[src/design/sh2e_pkg.sv]
// Shared types, formats and constants of the order-2 SH RGB evaluator.
package sh2e_pkg;

  localparam int COEFF_BITS  = 24;
  localparam int NORMAL_BITS = 16;
  localparam int NFRAC       = NORMAL_BITS - 1;
  localparam int KSH         = 20;
  localparam int OUT_FRAC    = 16;
  localparam int NUM_COEFFS  = 9;
  localparam int NUM_CHAN    = 3;
  localparam int IDX_BITS    = 4;
  localparam int ONE_16      = 65536;

  // normal products, plus one bit of rounding headroom
  localparam int NPROD_BITS  = 2 * NORMAL_BITS + 1;
  localparam int NSHIFT      = 2 * NFRAC - OUT_FRAC;
  localparam int BASIS_BITS  = 18;
  localparam int BEXT_BITS   = 20;
  localparam int K_BITS      = 22;
  localparam int KMUL_BITS   = K_BITS + BEXT_BITS;
  localparam int WGT_BITS    = 18;
  localparam int CPROD_BITS  = COEFF_BITS + WGT_BITS;
  localparam int PSUM_BITS   = CPROD_BITS + 2;
  localparam int ACC_BITS    = CPROD_BITS + 4;

  typedef logic signed [COEFF_BITS-1:0]  coeff_t;
  typedef logic signed [NORMAL_BITS-1:0] normal_t;
  typedef logic signed [BASIS_BITS-1:0]  basis_t;
  typedef logic signed [WGT_BITS-1:0]    weight_t;
  typedef logic signed [K_BITS-1:0]      kconst_t;
  typedef weight_t wvec_t [NUM_COEFFS];

  typedef enum logic {
    KIND_LOAD = 1'b0,
    KIND_EVAL = 1'b1
  } kind_t;

  typedef enum logic {
    MODE_RADIANCE   = 1'b0,
    MODE_IRRADIANCE = 1'b1
  } mode_t;

  typedef struct packed {
    kind_t                kind;
    mode_t                mode;
    logic [IDX_BITS-1:0]  coeff_index;
    coeff_t               coeff_r;
    coeff_t               coeff_g;
    coeff_t               coeff_b;
    normal_t              normal_x;
    normal_t              normal_y;
    normal_t              normal_z;
  } in_item_t;

  typedef struct packed {
    coeff_t out_r;
    coeff_t out_g;
    coeff_t out_b;
    logic   saturated;
  } out_item_t;

  // stage enables and coefficient write strobe
  typedef struct packed {
    logic                en1;
    logic                en2;
    logic                en3;
    logic                en4;
    logic                en5;
    logic                st_we;
    logic [IDX_BITS-1:0] st_idx;
  } pipe_ctl_t;

  // constants, unsigned with 20 fraction bits
  localparam int K_R0_I  = 295798;
  localparam int K_R1_I  = 512337;
  localparam int K_R2A_I = 1145620;
  localparam int K_R2B_I = 330712;
  localparam int K_R2C_I = 572810;
  localparam int K_I0_I  = 929276;
  localparam int K_I1_I  = 1073038;
  localparam int K_I2A_I = 899768;
  localparam int K_I2B_I = 449884;
  localparam int K_I6A_I = 779223;
  localparam int K_I6B_I = 259741;

  localparam kconst_t K_R1  = K_BITS'(K_R1_I);
  localparam kconst_t K_R2A = K_BITS'(K_R2A_I);
  localparam kconst_t K_R2B = K_BITS'(K_R2B_I);
  localparam kconst_t K_R2C = K_BITS'(K_R2C_I);
  localparam kconst_t K_I1  = K_BITS'(K_I1_I);
  localparam kconst_t K_I2A = K_BITS'(K_I2A_I);
  localparam kconst_t K_I2B = K_BITS'(K_I2B_I);
  localparam kconst_t K_I6A = K_BITS'(K_I6A_I);

  localparam longint W0_RAD_L =
    (longint'(K_R0_I) * ONE_16 + (longint'(1) <<< (KSH - 1))) >>> KSH;
  localparam longint W0_IRR_L =
    (longint'(K_I0_I) * ONE_16 + (longint'(1) <<< (KSH - 1))) >>> KSH;
  localparam weight_t W0_RAD = WGT_BITS'(W0_RAD_L);
  localparam weight_t W0_IRR = WGT_BITS'(W0_IRR_L);

  localparam logic signed [KMUL_BITS-1:0] C6_IRR =
    KMUL_BITS'(longint'(K_I6B_I) * ONE_16);
  localparam logic signed [KMUL_BITS-1:0] HALF_K   = KMUL_BITS'(1) <<< (KSH - 1);
  localparam logic signed [NPROD_BITS-1:0] HALF_N  = NPROD_BITS'(1) <<< (NSHIFT - 1);
  localparam logic signed [ACC_BITS-1:0] HALF_OUT  = ACC_BITS'(1) <<< (OUT_FRAC - 1);

  localparam coeff_t SAT_HI = {1'b0, {(COEFF_BITS-1){1'b1}}};
  localparam coeff_t SAT_LO = {1'b1, {(COEFF_BITS-1){1'b0}}};

endpackage

[src/design/sh2e_merge.sv]
// Output register: packs the three lane results and merges their clip flags.
module sh2e_merge (
  input  logic                 clk,
  input  logic                 en,
  input  sh2e_pkg::coeff_t     res_r,
  input  sh2e_pkg::coeff_t     res_g,
  input  sh2e_pkg::coeff_t     res_b,
  input  logic [2:0]           sat,
  output sh2e_pkg::out_item_t  data_r
);
  import sh2e_pkg::*;

  always_ff @(posedge clk) begin
    if (en) begin
      data_r.out_r     <= res_r;
      data_r.out_g     <= res_g;
      data_r.out_b     <= res_b;
      data_r.saturated <= |sat;
    end
  end

endmodule

[config.mk]
export PLATFORM = sky130hd
export DESIGN_NAME = sh2e_merge
export DESIGN_NICKNAME = d
export VERILOG_FILES = /design/src/design/sh2e_pkg.sv /design/src/design/sh2e_merge.sv
export SDC_FILE = /design/constraint.sdc
export NUM_CORES = 1
export LEC_CHECK = 0
export BUFFER_PORTS_ARGS = -buffer_cell sky130_fd_sc_hd__buf_2
export CORE_MARGIN = 8
export CORE_UTILIZATION = 30
export CTS_CLUSTER_SIZE = 28
export DETAILED_ROUTE_END_ITERATION = 8
export PLACE_DENSITY = 0.73
export SYNTH_ARGS = -nofsm -noshare
export SYNTH_HDL_FRONTEND = slang
export SYNTH_SLANG_ARGS = --single-unit
[constraint.sdc]
create_clock -name clk -period 2 [get_ports clk]
set_input_delay 0.3 -clock clk [delete_from_list [all_inputs] [get_ports clk]]
set_output_delay 0.3 -clock clk [all_outputs]
set_load 0.03 [all_outputs]
# --- After elaboration in Yosys (flattened, before gate mapping) ---
# Index checks and enable logic that the tools add are counted.
totals:
  reg_bits: 73
  latch_bits: 0
  rom_bits: 0
  output_inout_bits: 73
  word_cells: 5
  mem_count: 0
  inputBits: 77
  mem_bits_rw: 0
op_classes:
  reduce_logical: 1
  mul: 0
  n_bitwise: 0
  add_sub_neg: 0
  order_cmp: 0
  n_shift: 0
  mux: 0
  n_eq_ne: 0
  div: 0
op_table:
  columns: ["cell", "n"]
  rows:
  - ["$reduce_or A3 Y1", 1]

# --- Logic depth before layout (Yosys ltp) ---
# Gate-level depths: netlist of run 1.
logic_depth:
  ltp_word: 1
  mapped_depth: 1
  depth_no_buf: 1

# --- Worst setup path before layout of run 1 ---
# No wires, ideal clock.
synth_timing:
  kind: "in2reg"
  from: "input port sat[1]"
  to: "register data_r[0] in the netlist's numbering (data pin)"
  arrival_time_ns: 0.641
  setup_ns: 0.266
  path_stages: 1
  path_buffers: 0
  required_time_ns: 1.734
  path_slack_ns: 1.093
  cell_sequence: "or3_1"
synth_between:
  elab_chain_cells: 1
synth_lines:
  columns: ["element", "line_no", "rtl"]
  rows:
  - ["start: declaration", "sh2e_merge.sv:8", "input logic [2:0] sat,"]
  - ["$reduce_or A3 Y1", "sh2e_merge.sv:18", "data_r.saturated <= |sat;"]
  - ["end: declaration", "sh2e_merge.sv:9", "output sh2e_pkg::out_item_t data_r"]
# Every way passes these cells.
# A chain may end at the register's enable or synchronous reset.

# --- Worst setup path in the final report of run 1 ---
layout_timing:
  from: "register data_r[72] in the netlist's numbering"
  to: "output port data_r[72] in the netlist's numbering"
# No word-level cell between the ends.

==> results of run 1 <==
==> layout make-up <==
type | count | area [sq um] | share of cell area, %
timing repair buffer | 151 | 761 | 23.1
tap | 99 | 124 | 3.77
clock inverter | 3 | 65.1 | 1.98
multi-input combinational | 1 | 6.26 | 0.190
sequential | 73 | 2190 | 66.7
clock buffer | 13 | 139 | 4.23
==> cells in the final DEF (no fill, tap or decap) <==
| cell type | count |
|---|---|
| buf_2 | 149 |
| or3_1 | 1 |
| buf_4 | 2 |
| bufinv_16 | 2 |
| clkbuf_8 | 9 |
| clkbuf_1 | 4 |
| edfxtp_1 | 73 |
| clkinv_2 | 1 |
==> logic make-up (layout without fill, tap and decap cells) <==
family,count (synthesis),count (layout)
flip-flops,73,73
AND/OR/NAND/NOR,1,1
buffers and inverters,0,167
==> routing by layer <==
metal | wire (microns) | GRT usage [%] | part of all wire, % | vias to the layer above
met3 | 898 | 9.07 | 16 | 15
met1 | 2050 | 10.6 | 36 | 613
met4 | 80 | 5.15 | 1.4 | 8
met5 | 55 | 0 | 0.98 | -
li1 | - | - | - | 624
met2 | 2560 | 16.2 | 45 | 92
==> through the flow <==
step | hold slack (ns) | setup slack (ns) | power [mW] | utilization [%] | cells
floorplan | 0.399 | 1.09 | 2.13 | - | 74
finish | 0.134 | 0.778 | 3.49 | 45.8 | 340
CTS | 0.113 | 0.738 | 3.55 | 45.8 | 340
global route | 0.105 | 0.724 | 3.62 | 45.8 | 340
global placement | 0.477 | 0.838 | 2.35 | 43.0 | 324
detailed placement | 0.478 | 0.803 | 2.36 | 43.0 | 324
==> report_power, final <==
part	switching, mW	internal (mW)
Combinational	0.336	0.131
Clock	0.477	0.703
Sequential	0.0281	1.82
==> worst paths after layout <==
path,end,cells after the start,slack (ns)
worst max-delay path,data_r[72],1,0.78
worst min-delay path,data_r[35]$_DFFE_PP_,1,0.13
==> out/results.tsv, run 1 <==
stage	metric	value	unit
setup_path	Crit. End Element	output port	
finish	Nets	313	
finish	biggest regs	data_r (73)	
timing	Max Fclk	0.819	GHz
clock_tree	CTS Buf Count	9	
timing	Final Slew Violations	0	
placed_design	Port Buffers	149	
logic_synthesis	syn_area_per_cell	29.7	sq um
logic_synthesis	Synth area leader	edfxtp_1	
global_routing	largest net degree at the start of global routing	40	
clock_tree	htree depth	3	
setup_path	Crit Path Class	reg2out	
finish	largest reg by FF count	data_r	
finish	diode count	0	
floorplan	# rows	31	
detailed_routing	Routed Antenna Nets	0	
detailed_routing	iteration-0 DRC count of the detailed router	28	
logic_synthesis	multiplexer area fraction after synthesis	0	%
hold_path	Tightest Hold Check Type	in2reg	
logic_synthesis	cell with the most instances after synthesis	edfxtp_1	
finish	layout cells sized above 1	67.6	%
hold_path	start point of the worst hold path	res_g[10]	
finish	area delta synth->final	49.5	%
detailed_routing	DRT Pass-1 Iters	4	
logic_synthesis	number of synthesized flops with an enable pin	73	
setup_path	CP startpoint	data_r[72]$_DFFE_PP_	
placed_design	Final GP Congestion	0.677	
global_routing	Congestion Overflow GR	0	
logic_synthesis	Post-Synth Simple-Gate Area	0.285	%
floorplan	die area	10300	sq um
finish	max FFs per register	73	
logic_synthesis	synth top area cells	edfxtp_1 100%, or3_1 0.28%	
clock_tree	hold_buf cts	0	
finish	post-route cell area	3290	sq um
logic_synthesis	Syn. warnings	0	
timing	Slew HR	68.2	%
global_routing	initial antenna violation count	4	
clock_tree	clock root cell	clkbuf_8	
logic_synthesis	Unique masters post-synth	2	
clock_tree	clk sinks	73	
global_routing	GRT Overall Usage	10.9	%
timing	RSZ-0062 raised after global routing	no	
setup_path	cell family with most CP delay	flip-flops	
timing	Final min period	1.22	ns
logic_synthesis	Synth top area share	99.7	%
timing	fin crit share	61.1	%
setup_path	CP max FO	1	
setup_path	crit path max-delay cell type	edfxtp_1	
detailed_routing	DR WL/cell	16.6	microns
logic_synthesis	dominant synthesized flop cell	edfxtp_1	
setup_path	Req. time, crit path	1.70	ns
timing	Worst-Margin Slew	0.477	ns
global_routing	global-route wire length before repair	8100	microns
clock_tree	CTS tree	yes	
logic_synthesis	cell count after synthesis	74	
floorplan	IO Count	150	
logic_synthesis	syn nets	151	
clock_tree	setup bufs post-CTS	0	
logic_synthesis	post-synthesis compound-gate area fraction	0	%
timing	final setup violation count	0	
timing	setup_tns	0	ns
flow_run	Max-Cap Viols	0	
setup_path	worst path cell trace	buf_2	
logic_synthesis	largest family of logic cells by synthesized area	simple AND/OR/NAND/NOR gates	
logic_synthesis	Async SR Flop Fraction	0	%
timing	Final Hold Viols	0	
clock_tree	Clock transition at path regs	0.07	ns
logic_synthesis	register area share after synthesis	99.7	%
global_routing	vias in the first global route	1552	
logic_synthesis	Yosys reg bits	73	
detailed_routing	Via-to-Cell Ratio	3.98	
setup_path	CP startpoint kind	register	
placed_design	detailed-placement wirelength estimate	4620	microns
setup_path	Worst path max stage delay	0.39	ns
logic_synthesis	Post-synth top cells	73 x edfxtp_1, 1 x or3_1	
power_and_ir_drop	pwr dens	1060	nW/um^2
detailed_routing	Residual DRC	0	
clock_tree	CTS Buffer Depth	2	
detailed_routing	total wire length	5640	microns
placed_design	DP Area	3080	sq um
logic_synthesis	Synth Area in Adders	0	%
floorplan	Core ar.	7180	sq um
finish	# fillers	637	
clock_tree	post_cts resized	0	
power_and_ir_drop	static leakage power	1.41	nW
setup_path	worst path arrival time	0.92	ns
detailed_routing	DR vias	1352	
logic_synthesis	xor-xnor portion of the synthesized cell area	0	%
status	run status	completed	
floorplan	Die Y-Extent	102	microns
logic_synthesis	Post-Syn Area	2200	sq um
floorplan	Initial Util	30.6	%
setup_path	CP Buf/Inv Count	1	
floorplan	Die X	102	microns
power_and_ir_drop	VDD IR max	523	uV
No activity file was read; power rests on OpenSTA's default activity.
==> inputs of run 2 (changes only) <==
ABC_AREA = 1   (was unset)
clock period = 1.28 ns   (was 2 ns; I/O delays follow)
==> run 2 against run 1 <==
Effect of this change: hold slack lost 0.11 ns; critical path type unchanged; die area increased by 0.20%; largest cell class unchanged; core utilization is 0.77 points higher; non-clock buffer count rose by 5.
==> out/results.tsv, run 2 <==
stage	metric	value	unit	change
timing	Worst-Margin Slew	0.211	ns	was 0.477 ns
logic_synthesis	Syn. warnings	0		unchanged
clock_tree	post_cts resized	0		unchanged
detailed_routing	Residual DRC	0		unchanged
finish	# fillers	657		was 637
setup_path	worst path arrival time	0.91	ns	was 0.92 ns
timing	Final Hold Viols	0		unchanged
floorplan	# rows	31		unchanged
floorplan	die area	10300	sq um	about the same
clock_tree	CTS Buffer Depth	2		unchanged
logic_synthesis	cell with the most instances after synthesis	edfxtp_1		unchanged
clock_tree	CTS tree	yes		unchanged
global_routing	largest net degree at the start of global routing	40		unchanged
finish	area delta synth->final	51.7	%	was 49.5%
timing	RSZ-0062 raised after global routing	no		unchanged
logic_synthesis	Unique masters post-synth	4		was 2
logic_synthesis	number of synthesized flops with an enable pin	73		unchanged
setup_path	CP max FO	1		unchanged
finish	layout cells sized above 1	65.7	%	was 67.6%
detailed_routing	Via-to-Cell Ratio	4.06		was 3.98
finish	Nets	320		was 313
detailed_routing	DRT Pass-1 Iters	4		unchanged
finish	most frequent cells in the layout	149 x buf_2, 73 x edfxtp_1, 9 x clkbuf_8		unchanged
logic_synthesis	Post-Syn Area	2200	sq um	about the same
finish	sequential cell area	2190	sq um	unchanged
detailed_routing	total wire length	5710	microns	was 5640 microns
status	run status	completed		unchanged
flow_run	Max-Cap Viols	0		unchanged
hold_path	Tightest Hold Check Type	in2reg		unchanged
timing	Max Fclk	0.911	GHz	
setup_path	CP Buf/Inv Count	1		unchanged
timing	Final Slew Violations	0		unchanged
floorplan	Initial Util	30.7	%	was 30.6%
finish	post-route cell area	3340	sq um	was 3290 sq um
clock_tree	clock root cell	clkbuf_8		unchanged
global_routing	global-route wire length before repair	7990	microns	was 8100 microns
setup_path	CP startpoint kind	register		unchanged
setup_path	cell family with most CP delay	flip-flops		unchanged
setup_path	Req. time, crit path	1.09	ns	was 1.70 ns
finish	most common cell after layout, fill and taps aside	buf_2		unchanged
clock_tree	CTS Buf Count	9		unchanged
detailed_routing	iteration-0 DRC count of the detailed router	33		was 28
timing	fin crit share	85.8	%	
detailed_routing	DR vias	1408		was 1,352
timing	final setup violation count	0		unchanged
logic_synthesis	dominant synthesized flop cell	edfxtp_1		unchanged
logic_synthesis	syn nets	153		was 151
setup_path	Crit Path Class	reg2out		unchanged
floorplan	IO Count	150		unchanged
logic_synthesis	Synth area leader	edfxtp_1		unchanged
timing	Slew HR	86.0	%	was 68.2%
detailed_routing	Routed Antenna Nets	0		unchanged
timing	Final min period	1.10	ns	
placed_design	Final GP Congestion	0.719		was 0.677
finish	area of the multi-input gates	7.51	sq um	was 6.26 sq um
placed_design	Placed Cells	326		was 324
setup_path	Worst path max stage delay	0.38	ns	was 0.39 ns
finish	final non-filler cell total	347		was 340
power_and_ir_drop	VDD IR max	860	uV	was 523 uV
logic_synthesis	syn_area_per_cell	29.0	sq um	was 29.7 sq um
global_routing	GRT Overall Usage	10.8	%	was 10.9%
clock_tree	htree depth	3		unchanged
logic_synthesis	Yosys reg bits	73		unchanged
floorplan	Die X	102	microns	about the same
setup_path	crit path max-delay cell type	edfxtp_1		unchanged
logic_synthesis	Synth top area share	99.5	%	was 99.7%
power_and_ir_drop	pwr dens	1580	nW/um^2	was 1060 nW/um^2
floorplan	Core ar.	7180	sq um	unchanged
logic_synthesis	Async SR Flop Fraction	0	%	unchanged
finish	final core utilization	46.6	%	was 45.8%
finish	diode count	0		unchanged
setup_path	Crit. End Element	output port		unchanged
global_routing	vias in the first global route	1521		was 1,552
setup_path	worst path cell trace	buf_2		unchanged
global_routing	initial antenna violation count	3		was 4
logic_synthesis	register area share after synthesis	99.5	%	was 99.7%
finish	biggest regs	data_r (73)		unchanged
floorplan	Die Y-Extent	102	microns	about the same
detailed_routing	DR WL/cell	16.5	microns	was 16.6 microns
placed_design	setup slack at placement	0.384	ns	was 0.803 ns
global_routing	Congestion Overflow GR	0		unchanged
logic_synthesis	synth top area cells	edfxtp_1 99%, inv_1 0.17%, nand2_1 0.17%		was edfxtp_1 100%, or3_1 0.28%
timing	final worst slack	0.182	ns	was 0.778 ns
logic_synthesis	cell count after synthesis	76		was 74
logic_synthesis	Post-synth top cells	73 x edfxtp_1, 1 x inv_1, 1 x nand2_1, 1 x nor2_1		was 73 x edfxtp_1, 1 x or3_1
finish	max FFs per register	73		unchanged
clock_tree	Clock transition at path regs	0.07	ns	about the same
placed_design	Port Buffers	149		unchanged
power_and_ir_drop	static leakage power	1.44	nW	was 1.41 nW
timing	setup_tns	0	ns	unchanged
clock_tree	clk sinks	73		unchanged
finish	largest reg by FF count	data_r		unchanged
placed_design	DP Area	3110	sq um	was 3080 sq um
## run 2: where the power goes
part           internal, mW  leakage, nW  switching [mW]
logic                 0.223        0.634           0.532
clock network         0.889       0.0918           0.743
registers              2.84        0.715          0.0412
total                  3.95         1.44            1.32
## run 2: timing repair
item                                    in CTS  in global routing
hold buffers                                 0                  5
endpoints found under the hold margin        0                  5
endpoints found under the setup margin       0                  0
setup buffers                                0                  0
## run 2: through the flow
step / power (mW) / hold WS [ns]
after global placement: 3.67 / 0.369
final: 5.27 / 0.0284
after global routing: 5.50 / 0.000660
after detailed placement: 3.69 / 0.370
after CTS: 5.34 / 0.00535
after floorplan: 3.33 / 0.291
## run 2: layout make-up
| cell class | count | share of cell area [%] |
|---|---|---|
| clock buffers | 12 | 4.04 |
| clock inverters | 4 | 1.31 |
| inverters | 1 | 0.112 |
| multi-input cells | 2 | 0.225 |
| flip-flops and latches | 73 | 65.6 |
| well taps | 99 | 3.71 |
| repair buffers | 156 | 25.0 |
## run 2: path summary, 6_finish.rpt
check	start	endpoint	slack, ns	depth (start not counted)
max	data_r[45]$_DFFE_PP_	data_r[45]	0.18	1
min	res_b[7]	data_r[8]$_DFFE_PP_	0.03	1
## run 2: cells by family (layout without fill, tap and decap cells)
group / after synthesis / count (layout) / share of synthesized area, %
and+or+nand+nor: 2 / 2 / 0.340
buffers and inverters: 1 / 173 / 0.170
DFF: 73 / 73 / 99.5
## run 2: layer usage
metal	GRT usage, %	part of all wire [%]	vias to the layer above
li1	-	-	637
met1	10.8	36	664
met2	16.6	48	87
met3	7.01	14	14
met4	5.84	1.3	6
met5	0	0.65	-
==> inputs of run 3 (changes only) <==
CORE_UTILIZATION = 40   (was 30)
PLACE_DENSITY = 0.9   (was 0.73)
==> run 3 against run 2 <==
Effect of this change: critical path depth did not move; largest cell class unchanged; largest power group unchanged; global-route usage increased by 2.7 points; fmax is 0.15% higher; wire length fell by 3.8%; sequential power hardly changed.
==> out/results.tsv, run 3 (synthesized netlist as in run 2, its figures left out) <==
stage	metric	value	unit	change
setup_path	Worst path max stage delay	0.38	ns	about the same
clock_tree	clk sinks	73		unchanged
timing	RSZ-0062 raised after global routing	no		unchanged
setup_path	worst path cell trace	buf_2		unchanged
placed_design	Final GP Congestion	0.707		was 0.719
power_and_ir_drop	static leakage power	1.42	nW	was 1.44 nW
timing	Final Hold Viols	0		unchanged
setup_path	worst path arrival time	0.90	ns	was 0.91 ns
setup_path	CP Buf/Inv Count	1		unchanged
clock_tree	Clock transition at path regs	0.07	ns	about the same
detailed_routing	Via-to-Cell Ratio	4.27		was 4.06
global_routing	Congestion Overflow GR	0		unchanged
detailed_routing	Residual DRC	0		unchanged
detailed_routing	total wire length	5500	microns	was 5710 microns
finish	post-route cell area	3270	sq um	was 3340 sq um
detailed_routing	iteration-0 DRC count of the detailed router	40		was 33
timing	Max Fclk	0.912	GHz	was 0.911 GHz
finish	max FFs per register	73		unchanged
floorplan	# rows	27		was 31
timing	fin crit share	85.6	%	was 85.8%
hold_path	Tightest Hold Check Type	in2reg		unchanged
setup_path	CP max FO	1		unchanged
clock_tree	post_cts resized	0		unchanged
flow_run	Max-Cap Viols	0		unchanged
floorplan	die area	8140	sq um	was 10,300 sq um
floorplan	Die Y-Extent	90.2	microns	was 102 microns
clock_tree	clock root cell	clkbuf_8		unchanged
detailed_routing	DR vias	1361		was 1,408
clock_tree	hold_buf cts	0		unchanged
finish	most common cell after layout, fill and taps aside	buf_2		unchanged
timing	Slew HR	84.7	%	was 86.0%
finish	layout cells sized above 1	67.5	%	was 65.7%
detailed_routing	Routed Antenna Nets	0		unchanged
global_routing	largest net degree at the start of global routing	44		was 40
floorplan	IO Count	150		unchanged
finish	biggest regs	data_r (73)		unchanged
clock_tree	htree depth	3		unchanged
finish	Nets	315		was 320
floorplan	Die X	90.2	microns	was 102 microns
global_routing	global-route wire length before repair	8240	microns	was 7990 microns
setup_path	crit path max-delay cell type	edfxtp_1		unchanged
global_routing	initial antenna violation count	5		was 3
clock_tree	CTS Buf Count	9		unchanged
finish	largest reg by FF count	data_r		unchanged
power_and_ir_drop	VDD IR max	764	uV	was 860 uV
power_and_ir_drop	pwr dens	1610	nW/um^2	was 1580 nW/um^2
finish	area delta synth->final	48.6	%	was 51.7%
setup_path	cell family with most CP delay	flip-flops		unchanged
timing	setup_tns	0	ns	unchanged
timing	Worst-Margin Slew	0.229	ns	was 0.211 ns
finish	most frequent cells in the layout	149 x buf_2, 73 x edfxtp_1, 9 x clkbuf_8		unchanged
clock_tree	setup bufs post-CTS	0		unchanged
clock_tree	CTS Buffer Depth	2		unchanged
detailed_routing	DR WL/cell	17.2	microns	was 16.5 microns
setup_path	Req. time, crit path	1.09	ns	about the same
setup_path	CP startpoint kind	register		unchanged
setup_path	Crit. End Element	output port		unchanged
floorplan	Core ar.	5410	sq um	was 7180 sq um
status	run status	completed		unchanged
detailed_routing	DRT Pass-1 Iters	4		unchanged
global_routing	GRT Overall Usage	13.5	%	was 10.8%
placed_design	Port Buffers	149		unchanged
global_routing	vias in the first global route	1538		was 1,521
timing	Final min period	1.10	ns	about the same
timing	final setup violation count	0		unchanged
clock_tree	CTS tree	yes		unchanged
setup_path	Crit Path Class	reg2out		unchanged
floorplan	Initial Util	40.8	%	was 30.7%
placed_design	DP Area	3080	sq um	was 3110 sq um
timing	Final Slew Violations	0		unchanged
run 3: cell count changes in the layout (fill, tap and decap cells not counted), sizes merged:
cell         delta
dlygate4sd3     -5
clkinv          +1
clkinvlp        +2
diode           +4
clkbuf          -3
run 3: layer usage:
layer	routed length (microns)	share of wire [%]	global-route usage, %
met1	1900	35	12.0
met2	2740	50	22.3
met3	788	14	9.23
met4	60	1.1	7.49
met5	12	0.22	0
run 3: cell type report:
| type | instances | area (sq um) |
|---|---|---|
| multi-input combinational | 2 | 7.51 |
| clock buffer | 9 | 124 |
| antenna | 4 | 10.0 |
| timing repair buffer | 151 | 786 |
| tap | 72 | 90.1 |
| sequential | 73 | 2190 |
| fill | 429 | 2130 |
| clock inverter | 7 | 61.3 |
| inverter | 1 | 3.75 |
run 3: final timing paths:
path	cells after the start	startpoint	to	slack [ns]
hold / removal	1	res_b[5]	data_r[6]$_DFFE_PP_	0.03
setup / recovery	1	data_r[10]$_DFFE_PP_	data_r[10]	0.18
run 3: report_power, final:
group / leakage (nW) / switching [mW] / internal [mW]
Sequential: 0.715 / 0.0431 / 2.84
Combinational: 0.613 / 0.526 / 0.213
Clock: 0.0878 / 0.774 / 0.876
Total: 1.42 / 1.34 / 3.93
run 3: through the flow:
step | util, % | worst slack [ns] | instances | power [mW] | hold slack [ns]
floorplan | - | 0.592 | 76 | 3.33 | 0.291
global placement | 57.0 | 0.383 | 299 | 3.66 | 0.369
detailed placement | 57.0 | 0.363 | 299 | 3.69 | 0.370
CTS | 60.4 | 0.150 | 315 | 5.35 | 0.00743
global route | 60.5 | 0.127 | 317 | 5.48 | 0.00567
finish | 60.6 | 0.184 | 319 | 5.27 | 0.0326
